**src/rtl/pnp_pkg.sv**
```systemverilog
// Shared types and constants of the pixel neighbour predictor.
package pnp_pkg;

  localparam int PIXEL_BITS_DEF = 8;
  localparam int MODE_BITS      = 2;

  // Gradient thresholds of the gradient-adjusted predictor.
  localparam int GAP_T_HI  = 80;
  localparam int GAP_T_MID = 32;
  localparam int GAP_T_LO  = 8;

  typedef enum logic [MODE_BITS-1:0] {
    MODE_MED   = 2'd0,
    MODE_PAETH = 2'd1,
    MODE_GAP   = 2'd2
  } mode_t;

endpackage

```
**src/rtl/pixel_neighbour_predictor_core.sv**
```systemverilog
// Pixel neighbour predictor: MED, Paeth and gradient-adjusted prediction.
//
// Input channel (in_*): one word per pixel carrying its seven causal
// neighbours. A word is taken at a rising edge with in_valid high and
// in_stall low. Output channel (out_*): one word per input word with the
// prediction and the clipped flag, taken when out_valid is high and
// out_stall is low.
// Configuration (cfg_*): cfg_predictor_mode selects 0 MED, 1 Paeth,
// 2 gradient-adjusted; code 3 acts as MED. cfg_ready is always high; write
// only while no word is in flight.
// A taken word passes through the input register and then the output register.
// Throughput: one word per cycle while out_stall is low; the input register
// feeds one pass of combinational logic into the output register.
// Stall: a stalled output word holds; the input register keeps one more word,
// and in_stall rises only when both registers are full and out_stall is high.
// Reset: both valid flags clear and the mode returns to MED.
module pixel_neighbour_predictor_core #(
  parameter int PIXEL_BITS = pnp_pkg::PIXEL_BITS_DEF
) (
  input  logic                           clk,
  input  logic                           rst_n,
  input  logic                           in_valid,
  output logic                           in_stall,
  input  logic [PIXEL_BITS-1:0]          in_west_pixel,
  input  logic [PIXEL_BITS-1:0]          in_north_pixel,
  input  logic [PIXEL_BITS-1:0]          in_northwest_pixel,
  input  logic [PIXEL_BITS-1:0]          in_northeast_pixel,
  input  logic [PIXEL_BITS-1:0]          in_westwest_pixel,
  input  logic [PIXEL_BITS-1:0]          in_northnorth_pixel,
  input  logic [PIXEL_BITS-1:0]          in_northnortheast_pixel,
  output logic                           out_valid,
  input  logic                           out_stall,
  output logic [PIXEL_BITS-1:0]          out_prediction,
  output logic                           out_clipped,
  input  logic                           cfg_valid,
  output logic                           cfg_ready,
  input  logic [pnp_pkg::MODE_BITS-1:0]  cfg_predictor_mode
);
  import pnp_pkg::*;

  localparam int SW = PIXEL_BITS + 4;
  localparam logic signed [SW-1:0] T_HI  = SW'(GAP_T_HI);
  localparam logic signed [SW-1:0] T_MID = SW'(GAP_T_MID);
  localparam logic signed [SW-1:0] T_LO  = SW'(GAP_T_LO);
  localparam logic signed [SW-1:0] PIX_MAX = $signed({4'b0000, {PIXEL_BITS{1'b1}}});

  mode_t                  mode_r;
  logic                   s1_valid_r;
  logic [PIXEL_BITS-1:0]  w_r, n_r, nw_r, ne_r, ww_r, nn_r, nne_r;
  logic                   out_valid_r;
  logic [PIXEL_BITS-1:0]  pred_r;
  logic                   clip_r;
  logic [PIXEL_BITS-1:0]  pred_nxt;
  logic                   clip_nxt;
  logic                   out_load;
  logic                   in_take;

  logic signed [SW-1:0] w_s, n_s, nw_s, ne_s, ww_s, nn_s, nne_s;
  logic signed [SW-1:0] med_v, paeth_v, gap_v;
  logic signed [SW-1:0] lo_v, hi_v;
  logic signed [SW-1:0] dw, dn, dnw;
  logic signed [SW-1:0] dh, dv, grad, base_v;

  function automatic logic signed [SW-1:0] absd(input logic signed [SW-1:0] a,
                                                input logic signed [SW-1:0] b);
    absd = (a > b) ? (a - b) : (b - a);
  endfunction

  // Divide by 2 or 4 with truncation toward zero.
  function automatic logic signed [SW-1:0] div2t(input logic signed [SW-1:0] x);
    logic signed [SW-1:0] bias;
    bias = x[SW-1] ? SW'(1) : SW'(0);
    div2t = (x + bias) >>> 1;
  endfunction

  function automatic logic signed [SW-1:0] div4t(input logic signed [SW-1:0] x);
    logic signed [SW-1:0] bias;
    bias = x[SW-1] ? SW'(3) : SW'(0);
    div4t = (x + bias) >>> 2;
  endfunction

  assign cfg_ready = 1'b1;
  assign out_load  = !out_valid_r || !out_stall;
  assign in_stall  = s1_valid_r && !out_load;
  assign in_take   = in_valid && !in_stall;

  assign out_valid      = out_valid_r;
  assign out_prediction = pred_r;
  assign out_clipped    = clip_r;

  always_ff @(posedge clk) begin
    if (!rst_n) begin
      mode_r      <= MODE_MED;
      s1_valid_r  <= 1'b0;
      out_valid_r <= 1'b0;
    end else begin
      if (cfg_valid && cfg_ready) begin
        mode_r <= mode_t'(cfg_predictor_mode);
      end
      if (!in_stall) begin
        s1_valid_r <= in_valid;
      end
      if (out_load) begin
        out_valid_r <= s1_valid_r;
      end
    end
  end

  always_ff @(posedge clk) begin
    if (in_take) begin
      w_r   <= in_west_pixel;
      n_r   <= in_north_pixel;
      nw_r  <= in_northwest_pixel;
      ne_r  <= in_northeast_pixel;
      ww_r  <= in_westwest_pixel;
      nn_r  <= in_northnorth_pixel;
      nne_r <= in_northnortheast_pixel;
    end
    if (out_load && s1_valid_r) begin
      pred_r <= pred_nxt;
      clip_r <= clip_nxt;
    end
  end

  assign w_s   = $signed({4'b0000, w_r});
  assign n_s   = $signed({4'b0000, n_r});
  assign nw_s  = $signed({4'b0000, nw_r});
  assign ne_s  = $signed({4'b0000, ne_r});
  assign ww_s  = $signed({4'b0000, ww_r});
  assign nn_s  = $signed({4'b0000, nn_r});
  assign nne_s = $signed({4'b0000, nne_r});

  // Median edge detection.
  always_comb begin
    lo_v = (w_s > n_s) ? n_s : w_s;
    hi_v = (w_s > n_s) ? w_s : n_s;
    if (nw_s > hi_v) begin
      med_v = lo_v;
    end else if (nw_s < lo_v) begin
      med_v = hi_v;
    end else begin
      med_v = w_s + n_s - nw_s;
    end
  end

  // Paeth.
  always_comb begin
    dw  = absd(n_s, nw_s);
    dn  = absd(w_s, nw_s);
    dnw = absd(w_s + n_s, nw_s <<< 1);
    if (dw <= dn && dw <= dnw) begin
      paeth_v = w_s;
    end else if (dn <= dnw) begin
      paeth_v = n_s;
    end else begin
      paeth_v = nw_s;
    end
  end

  // Gradient-adjusted prediction, unsaturated.
  always_comb begin
    dh     = absd(w_s, ww_s) + absd(n_s, nw_s) + absd(ne_s, n_s);
    dv     = absd(w_s, nw_s) + absd(n_s, nn_s) + absd(ne_s, nne_s);
    grad   = dv - dh;
    base_v = div2t(w_s + n_s) + div4t(ne_s - nw_s);
    if (grad > T_HI) begin
      gap_v = w_s;
    end else if (grad < -T_HI) begin
      gap_v = n_s;
    end else if (grad > T_MID) begin
      gap_v = div2t(base_v + w_s);
    end else if (grad > T_LO) begin
      gap_v = div4t((base_v <<< 1) + base_v + w_s);
    end else if (grad < -T_MID) begin
      gap_v = div2t(base_v + n_s);
    end else if (grad < -T_LO) begin
      gap_v = div4t((base_v <<< 1) + base_v + n_s);
    end else begin
      gap_v = base_v;
    end
  end

  always_comb begin
    clip_nxt = 1'b0;
    case (mode_r)
      MODE_PAETH: pred_nxt = paeth_v[PIXEL_BITS-1:0];
      MODE_GAP: begin
        if (gap_v < 0) begin
          pred_nxt = '0;
          clip_nxt = 1'b1;
        end else if (gap_v > PIX_MAX) begin
          pred_nxt = '1;
          clip_nxt = 1'b1;
        end else begin
          pred_nxt = gap_v[PIXEL_BITS-1:0];
        end
      end
      default: pred_nxt = med_v[PIXEL_BITS-1:0];
    endcase
  end

endmodule

```
**config.mk**
```make
export PLATFORM = sky130hd
export DESIGN_NAME = pixel_neighbour_predictor_core
export DESIGN_NICKNAME = d
export VERILOG_FILES = /design/src/rtl/pnp_pkg.sv /design/src/rtl/pixel_neighbour_predictor_core.sv
export SDC_FILE = /design/constraint.sdc
export NUM_CORES = 1
export LEC_CHECK = 0
export ABC_AREA = 1
export BUFFER_PORTS_ARGS = -buffer_cell sky130_fd_sc_hd__buf_4
export CORE_AREA = 2 2 153 155
export CTS_CLUSTER_SIZE = 40
export DETAILED_ROUTE_END_ITERATION = 12
export DIE_AREA = 0 0 155 157
export PLACE_DENSITY = 0.83
export SYNTH_ARGS = -nofsm -noshare
export SYNTH_HDL_FRONTEND = slang
export SYNTH_SLANG_ARGS = --single-unit
```
**constraint.sdc**
```tcl
create_clock -name clk -period 8.21 [get_ports clk]
set_input_delay 1.642 -clock clk [delete_from_list [all_inputs] [get_ports clk]]
set_output_delay 1.642 -clock clk [all_outputs]
set_load 0.02 [all_outputs]
```
==> results of run 1 <==
==> synthesized netlist by cell type (4+ instances only) <==
cell type | instances | area [sq um]
a211oi_1 | 14 | 105
a21o_1 | 16 | 120
a21oi_1 | 192 | 961
a221oi_1 | 9 | 78.8
a31oi_1 | 6 | 37.5
and2_1 | 5 | 31.3
clkbuf_1 | 24 | 90.1
dfxtp_1 | 4 | 80.1
edfxtp_1 | 65 | 1950
fa_1 | 61 | 1220
ha_1 | 251 | 3140
inv_1 | 331 | 1240
inv_2 | 5 | 18.8
mux2_2 | 6 | 67.6
mux2i_1 | 7 | 70.1
nand2_1 | 425 | 1600
nand2_2 | 14 | 87.6
nand2_4 | 7 | 78.8
nand3_1 | 71 | 355
nand3_2 | 7 | 70.1
nand3b_1 | 8 | 60.1
nand4_1 | 27 | 169
nor2_1 | 87 | 327
nor3_1 | 6 | 30.0
o211ai_1 | 23 | 173
o21ai_0 | 125 | 626
o21ai_1 | 4 | 20.0
o21bai_1 | 12 | 90.1
o221ai_1 | 11 | 96.3
o22ai_1 | 4 | 25.0
o31ai_1 | 6 | 45.0
or2_2 | 6 | 37.5
xnor2_1 | 42 | 368
xor2_1 | 82 | 718
==> layout make-up <==
| class | instances | area, sq um | share of cell area (%) |
|---|---|---|---|
| Multi-Input combinational cell | 1576 | 11400 | 68.8 |
| Timing Repair Buffer | 154 | 1170 | 7.07 |
| Sequential cell | 69 | 2030 | 12.3 |
| Inverter | 338 | 1290 | 7.78 |
| Clock buffer | 9 | 225 | 1.36 |
| Tap cell | 285 | 357 | 2.16 |
| Clock inverter | 7 | 97.6 | 0.590 |
==> cells in the final DEF, fill, tap and decap left out, types with 27 or more instances in the layout <==
cell,Yosys,final
a21oi_1,192,190
nand3_1,71,68
xnor2_1,42,42
edfxtp_1,65,65
fa_1,61,60
buf_4,3,153
o21ai_0,125,118
nand2_1,425,423
xor2_1,82,78
ha_1,251,241
nand4_1,27,27
inv_1,331,318
nor2_1,87,85
==> routing by layer <==
metal | routed length, um | GRT usage [%]
met5 | 10 | 0
met4 | 2990 | 19.3
met3 | 6090 | 7.76
met2 | 20700 | 63.3
met1 | 20000 | 54.6
==> worst register-to-register path, delay by kind of cell, from the launching register on <==
kind	cells	cell delay, ps
compound gates	11	2380
fa+ha+maj	5	2240
simple gates	12	1540
xor+xnor	2	610
flops	1	560
buf+inv	3	350
==> path summary, 6_finish.rpt <==
kind	to	cells past startpoint	slack [ps]
worst max-delay path	out_prediction[4]$_DFFE_PP_	33	390
worst min-delay path	out_valid$_SDFFE_PN0N_	2	480
worst max register to register	out_prediction[4]$_DFFE_PP_	33	390
worst min register to register	out_valid$_SDFFE_PN0N_	2	480
==> repair_timing <==
item,CTS,global route
setup endpoints to repair,0,9
setup buffers,0,14
resized for setup,0,53
==> sequential cells by signal (all words and copies together), names as in the netlist <==
name,cells
ww_r,8
ne_r,8
n_r,8
w_r,8
s1_valid_r,1
nn_r,8
mode_r,2
nw_r,8
out_prediction,8
out_clipped,1
out_valid,1
nne_r,8
==> stage by stage <==
step | hold slack (ps) | cells | TNS, ps | setup WS, ps
4_1_cts | 480 | 2423 | 0 | 289
3_3_place_gp | 460 | 2407 | 0 | 448
2_1_floorplan | 453 | 2009 | 0 | 694
5_1_grt | 526 | 2438 | -409 | -100
6_report | 479 | 2438 | 0 | 388
3_5_place_dp | 471 | 2407 | 0 | 299
==> logic make-up after synthesis <==
kind of cell             after synthesis  synth area share [%]
AND/OR/NAND/NOR                      678                  20.4
AO/OA/AOI/OAI                        445                  17.8
buffers and inverters                365                  9.45
adder cells (fa/ha/maj)              312                  29.8
XOR/XNOR                             126                  7.65
flip-flops                            69                  13.9
multiplexers                          13                 0.942
other                                  1                0.0257
==> results_dict.tcl, run 1 <==
set metrics [dict create \
    outcome "complete, no violations" \
    clk_latency_ps 350 \
    rsz0062_at_grt "yes" \
    drtPass1Iterations 8 \
    wire_per_inst_um 20.4 \
    cp-end-kind "register" \
    skew_ps 10.3 \
    row_count 55 \
    synth_cell_type_count 68 \
    maxCapViolCount 0 \
    post-route-util_pct 73.5 \
    grt_max_degree 51 \
    min_period_ps 7820 \
    report.final.slew_viol_count 0 \
    start_util_pct 64.9 \
    timing.fmax_ghz 0.128 \
    crit_buf_inv 3 \
    antenna_found_initial 1 \
    pin_count 75 \
    start_kind "register" \
    die_y_um 157 \
    crit_family "compound AO/OA/AOI/OAI gates" \
    drtAntennaViolNets 0 \
    die_x_um 155 \
    grt.total_usage_pct 40.6 \
    syn-num-nets 2384 \
    fin_area_sq_mm 0.0165 \
    clock_sink_count 69 \
    ys_seq_area_share_pct 13.9 \
    crit_path_max_incr_delay_ps 560 \
    syn_area_per_cell_sq_um 7.27 \
    synth-edff-count 65 \
    avgViaCountPerCell 6.08 \
    setup_viol 0 \
    yosys_register_bits 69 \
    synthesis.area_sq_mm 0.0146 \
    fp.dieArea_sq_mm 0.0243 \
    drive_above_1_share_pct 12.7 \
    drt-initial-drc-count 1735 \
    arrival_ps 8010 \
    cts_tree "built" \
    drt-total-wl_um 49800 \
    worstHoldStart "s1_valid_r$_SDFFE_PN0N_" \
    path_clk_slew_ps 60 \
    dp.final_hpwl_um 41100 \
    post-route-period-util_pct 95.3 \
    postCtsHoldBufs 0 \
    cp_slowest_cell "edfxtp_1" \
    crit_required_ps 8390 \
    vias 14831 \
    crit_path_start "ne_r[2]$_DFFE_PP_" \
    crit_path_frequent_cell "nand2_1" \
    yosysWarnings 0 \
    gp_congestion 1.09 \
    synthCells 2009 \
    grt_pass1_wl_um 75200 \
    drc_errors 0 \
    areaGrowthSynthToFinish_pct 13.2 \
    synthFlopType "edfxtp_1" \
    numCtsBuffers 9 \
    antenna_cells 0 \
    tightestPinTransition_ps 945 \
    hold_path.class "reg2reg" \
    design.core.area_sq_mm 0.0225 \
    clock_path_buffers 2 \
    hold_viol_final 0 \
    grt_pass1_vias 13964 \
    postPlaceCellArea_sq_mm 0.0159 \
    numPortBuffers 73 \
    slew_headroom_pct 37.0 \
    fillerInstances 1844 \
    htreeDepth 3 \
    r2r-start "ne_r[2]$_DFFE_PP_" \
    path_max_fanout 13 \
    cts-root-buf "clkbuf_16" \
    grt.overflow.total 0 \
    nets 2523 \
    synth_async_sr_flop_share_pct 0 \
    worstSetupPathType "reg2reg" \
]
Power of run 1 is not shown: default switching activity piles up to over one toggle a cycle in this logic, so the estimate is an artifact.
==> run 2, diff against run 1 <==
--- a/config.mk
+++ b/config.mk
@@ -7,11 +7,11 @@
 export LEC_CHECK = 0
 export ABC_AREA = 1
 export BUFFER_PORTS_ARGS = -buffer_cell sky130_fd_sc_hd__buf_4
-export CORE_AREA = 2 2 153 155
-export CTS_CLUSTER_SIZE = 40
+export CORE_AREA = 2 2 170 172
+export CTS_CLUSTER_SIZE = 16
 export DETAILED_ROUTE_END_ITERATION = 12
-export DIE_AREA = 0 0 155 157
-export PLACE_DENSITY = 0.83
+export DIE_AREA = 0 0 172 174
+export PLACE_DENSITY = 0.7
 export SYNTH_ARGS = -nofsm -noshare
 export SYNTH_HDL_FRONTEND = slang
 export SYNTH_SLANG_ARGS = --single-unit
==> results_dict.tcl, run 2 (synthesis results as in run 1) <==
set metrics [dict create \
    grt_pass1_vias 13595 \
    drt-initial-drc-count 1216 \
    hold_path.class "reg2reg" \
    grt.overflow.total 0 \
    post-route-util_pct 59.5 \
    multi_input_area_sq_mm 0.0115 \
    path_clk_slew_ps 60 \
    areaGrowthSynthToFinish_pct 14.9 \
    hold_viol_final 0 \
    design.core.area_sq_mm 0.0282 \
    layout_commonest_cell "nand2_1" \
    cts_tree "built" \
    crit_buf_inv 5 \
    drtPass1Iterations 7 \
    numCtsBuffers 9 \
    die_x_um 172 \
    numPortBuffers 73 \
    postPlaceCellArea_sq_mm 0.0161 \
    tightestPinTransition_ps 894 \
    drtAntennaViolNets 0 \
    cts-root-buf "clkbuf_16" \
    postCtsHoldBufs 0 \
    antenna_found_initial 0 \
    wire_per_inst_um 19.3 \
    rrSetupSlack_ps 540 \
    report.final.slew_viol_count 0 \
    worstSetupPathType "reg2reg" \
    drt-total-wl_um 49200 \
    fin_area_sq_mm 0.0168 \
    crit_path_max_incr_delay_ps 600 \
    finalSetupTns_ps 0 \
    setup_viol 0 \
    dp.final_hpwl_um 40900 \
    outcome "complete, no violations" \
    skew_ps 10.1 \
    clock_path_buffers 2 \
    crit_required_ps 8310 \
    htreeDepth 3 \
    drive_above_1_share_pct 13.8 \
    timing.fmax_ghz 0.130 \
    avgViaCountPerCell 5.64 \
    pin_count 75 \
    grt_pass1_wl_um 74500 \
    path_max_fanout 10 \
    maxCapViolCount 0 \
    clock_sink_count 69 \
    gp_congestion 0.976 \
    arrival_ps 7770 \
    drc_errors 0 \
    row_count 62 \
    cp_slowest_cell "fa_1" \
    post-route-period-util_pct 93.4 \
    vias 14366 \
    slew_headroom_pct 40.4 \
    crit_family "adder cells" \
    start_util_pct 51.8 \
    fillerInstances 2673 \
    nets 2532 \
    clk_latency_ps 350 \
    grt_max_degree 57 \
    area.sequential_sq_mm 0.00203 \
    fp.dieArea_sq_mm 0.0299 \
    die_y_um 174 \
    grt.total_usage_pct 32.9 \
    min_period_ps 7670 \
    cp-end-kind "register" \
    start_kind "register" \
    crit_path_frequent_cell "nand2_1" \
    most-common-layout-cells "nand2_1, inv_1, ha_1" \
]
==> run 2: stage by stage <==
step	cells	worst slack, ps	hold slack (ps)
6_report	2547	540	479
5_1_grt	2546	-89.9	513
4_1_cts	2532	98.0	479
3_5_place_dp	2516	134	475
3_3_place_gp	2516	362	463
2_1_floorplan	2009	694	453
==> run 2: layout make-up <==
cell class	count	area share [%]
sequential	69	12.1
multi-input combinational	1576	68.3
clock buffer	9	1.34
timing repair buffer	163	7.36
clock inverter	7	0.440
tap	384	2.86
inverter	338	7.60
antenna	1	0.0149
==> run 2: repair_timing <==
action                                 4_1_cts  5_1_grt
setup endpoints to repair                    0        9
endpoints found under the hold margin        0        0
resized for setup                            0       65
setup buffers                                0       13
==> run 2: tightest hold or removal path, delay by kind of cell, from the launching register on <==
family	cells	cell delay [ps]
flip-flops	1	300
buffers and inverters	1	70
AO/OA/AOI/OAI	1	60
==> run 2: final timing paths <==
kind	from	endpoint	depth (start not counted)
max reg2reg	n_r[4]$_DFFE_PP_	out_prediction[7]$_DFFE_PP_	36
min	s1_valid_r$_SDFFE_PN0N_	out_valid$_SDFFE_PN0N_	2
min reg2reg	s1_valid_r$_SDFFE_PN0N_	out_valid$_SDFFE_PN0N_	2
max	n_r[4]$_DFFE_PP_	out_prediction[7]$_DFFE_PP_	36
==> run 2: routing by layer <==
metal | global-route usage [%] | share of wire (%) | vias to the layer above
met5 | 0 | 0 | -
met2 | 50.3 | 43 | 571
met1 | 45.3 | 44 | 6689
met3 | 7.33 | 9.5 | 99
li1 | - | - | 7007
met4 | 12.4 | 4.1 | 0
Power of run 2 is left out for the same reason.
==> run 3, diff against run 2 <==
--- a/config.mk
+++ b/config.mk
@@ -7,10 +7,10 @@
 export LEC_CHECK = 0
 export ABC_AREA = 1
 export BUFFER_PORTS_ARGS = -buffer_cell sky130_fd_sc_hd__buf_4
-export CORE_AREA = 2 2 170 172
+export CORE_AREA = 2 2 152 191
 export CTS_CLUSTER_SIZE = 16
 export DETAILED_ROUTE_END_ITERATION = 12
-export DIE_AREA = 0 0 172 174
+export DIE_AREA = 0 0 154 193
 export PLACE_DENSITY = 0.7
 export SYNTH_ARGS = -nofsm -noshare
 export SYNTH_HDL_FRONTEND = slang
==> results_dict.tcl, run 3 (synthesis results as in run 1) <==
set metrics [dict create \
    outcome "complete, no violations" \
    clock_sink_count 69 \
    arrival_ps 7820 \
    grt_pass1_vias 14211 \
    setup_viol 0 \
    path_max_fanout 9 \
    worstHoldEndpoint "out_valid$_SDFFE_PN0N_" \
    holdPathStages 2 \
    most-common-layout-cells "nand2_1, inv_1, ha_1" \
    area.sequential_sq_mm 0.00203 \
    cp_slowest_cell "fa_1" \
    tightestPinTransition_ps 927 \
    drive_above_1_share_pct 14.2 \
    layout_commonest_cell "nand2_1" \
    crit_path_max_incr_delay_ps 440 \
    drc_errors 0 \
    start_util_pct 52.1 \
    multi_input_area_sq_mm 0.0115 \
    crit_path_frequent_cell "nand2_1" \
    postCtsHoldBufs 0 \
    hold_viol_final 0 \
    fin_ws_ps 491 \
    crit_required_ps 8310 \
    fp.dieArea_sq_mm 0.0297 \
    die_y_um 193 \
    report.final.slew_viol_count 0 \
    fin_area_sq_mm 0.0168 \
    min_period_ps 7720 \
    post-route-util_pct 59.9 \
    die_x_um 154 \
    clock_path_buffers 2 \
    timing.fmax_ghz 0.130 \
    areaGrowthSynthToFinish_pct 15.0 \
    path_clk_slew_ps 70 \
    r2r.worst_path.cells 50 \
    start_kind "register" \
    antenna_cells 0 \
    r2r_end "out_prediction[7]$_DFFE_PP_" \
    vias 14422 \
    gp_congestion 0.994 \
    dp.final_hpwl_um 42600 \
    drt-total-wl_um 51000 \
    numPortBuffers 73 \
    crit_buf_inv 6 \
    cts-root-buf "clkbuf_16" \
    cts_tree "built" \
    crit_family "simple AND/OR/NAND/NOR gates" \
    row_count 69 \
    pre_cts_ws_ps 114 \
    htreeDepth 3 \
    worstSetupPathType "reg2reg" \
    grt_pass1_wl_um 76800 \
    wire_per_inst_um 20.2 \
    fillerInstances 2642 \
    maxCapViolCount 0 \
    cp-end-kind "register" \
    drtPass1Iterations 6 \
    post-route-period-util_pct 94.0 \
    worstHoldStart "s1_valid_r$_SDFFE_PN0N_" \
    grt.total_usage_pct 34.3 \
    r2r-start "ne_r[0]$_DFFE_PP_" \
    postPlaceCellArea_sq_mm 0.0161 \
    drt-initial-drc-count 1154 \
    slew_headroom_pct 38.2 \
    rrSetupSlack_ps 490 \
    pin_count 75 \
    hold_path.class "reg2reg" \
    design.core.area_sq_mm 0.0281 \
    nets 2534 \
    avgViaCountPerCell 5.73 \
    grt_max_degree 57 \
    grt.overflow.total 0 \
    drtAntennaViolNets 0 \
    antenna_found_initial 0 \
    clk_latency_ps 350 \
    numCtsBuffers 9 \
    skew_ps 7.17 \
]
[run 3: cell count changes in the layout (fill, tap and decap cells not counted), moves of 3 or more]
cell,change
inv_2,-4
o21ai_2,+4
buf_4,+3
nand2_2,-3
nand3_1,+3
nand3_2,-3
xnor2_2,+3
[run 3: layout make-up]
| class | count | share of cell area, % |
|---|---|---|
| multi-input combinational | 1575 | 68.5 |
| sequential | 69 | 12.1 |
| inverter | 338 | 7.64 |
| timing repair buffer | 166 | 7.44 |
| tap | 355 | 2.64 |
| clock buffer | 9 | 1.34 |
| clock inverter | 7 | 0.372 |
[run 3: how the worst max path moves through the flow]
stage,startpoint,cells after the start,end,slack [ps]
final,ne_r[0]$_DFFE_PP_,50,out_prediction[7]$_DFFE_PP_,490
after global routing,ne_r[0]$_DFFE_PP_,53,out_prediction[3]$_DFFE_PP_,-90
after CTS,n_r[2]$_DFFE_PP_,38,out_prediction[4]$_DFFE_PP_,100
after floorplan,nw_r[1]$_DFFE_PP_,52,out_prediction[7]$_DFFE_PP_,690
after global placement,n_r[2]$_DFFE_PP_,37,out_prediction[4]$_DFFE_PP_,260
after detailed placement,n_r[2]$_DFFE_PP_,38,out_prediction[4]$_DFFE_PP_,110
[run 3: repair_timing]
item,in CTS,in global routing
setup endpoints to repair,0,9
resized for setup,0,72
setup buffers,0,18
[run 3: layer usage]
layer	vias up	global-route usage (%)	part of all wire, %
met2	526	61.4	49
met3	174	4.00	5.1
met5	-	0	0
li1	7011	-	-
met4	0	28.7	9.7
met1	6711	36.3	36
[run 3: stage by stage]
step,hold WS [ps],TNS [ps],cells
after floorplan,453,0,2009
after detailed placement,473,0,2485
after CTS,481,0,2501
after global placement,462,0,2485
final,481,0,2519
after global routing,503,-331,2519
[run 3: tightest hold or removal path: stages, from the launching register on]
cell     delay, ps
dfxtp_1        300
inv_1           80
a21oi_1         60
Power of run 3 is left out for the same reason.
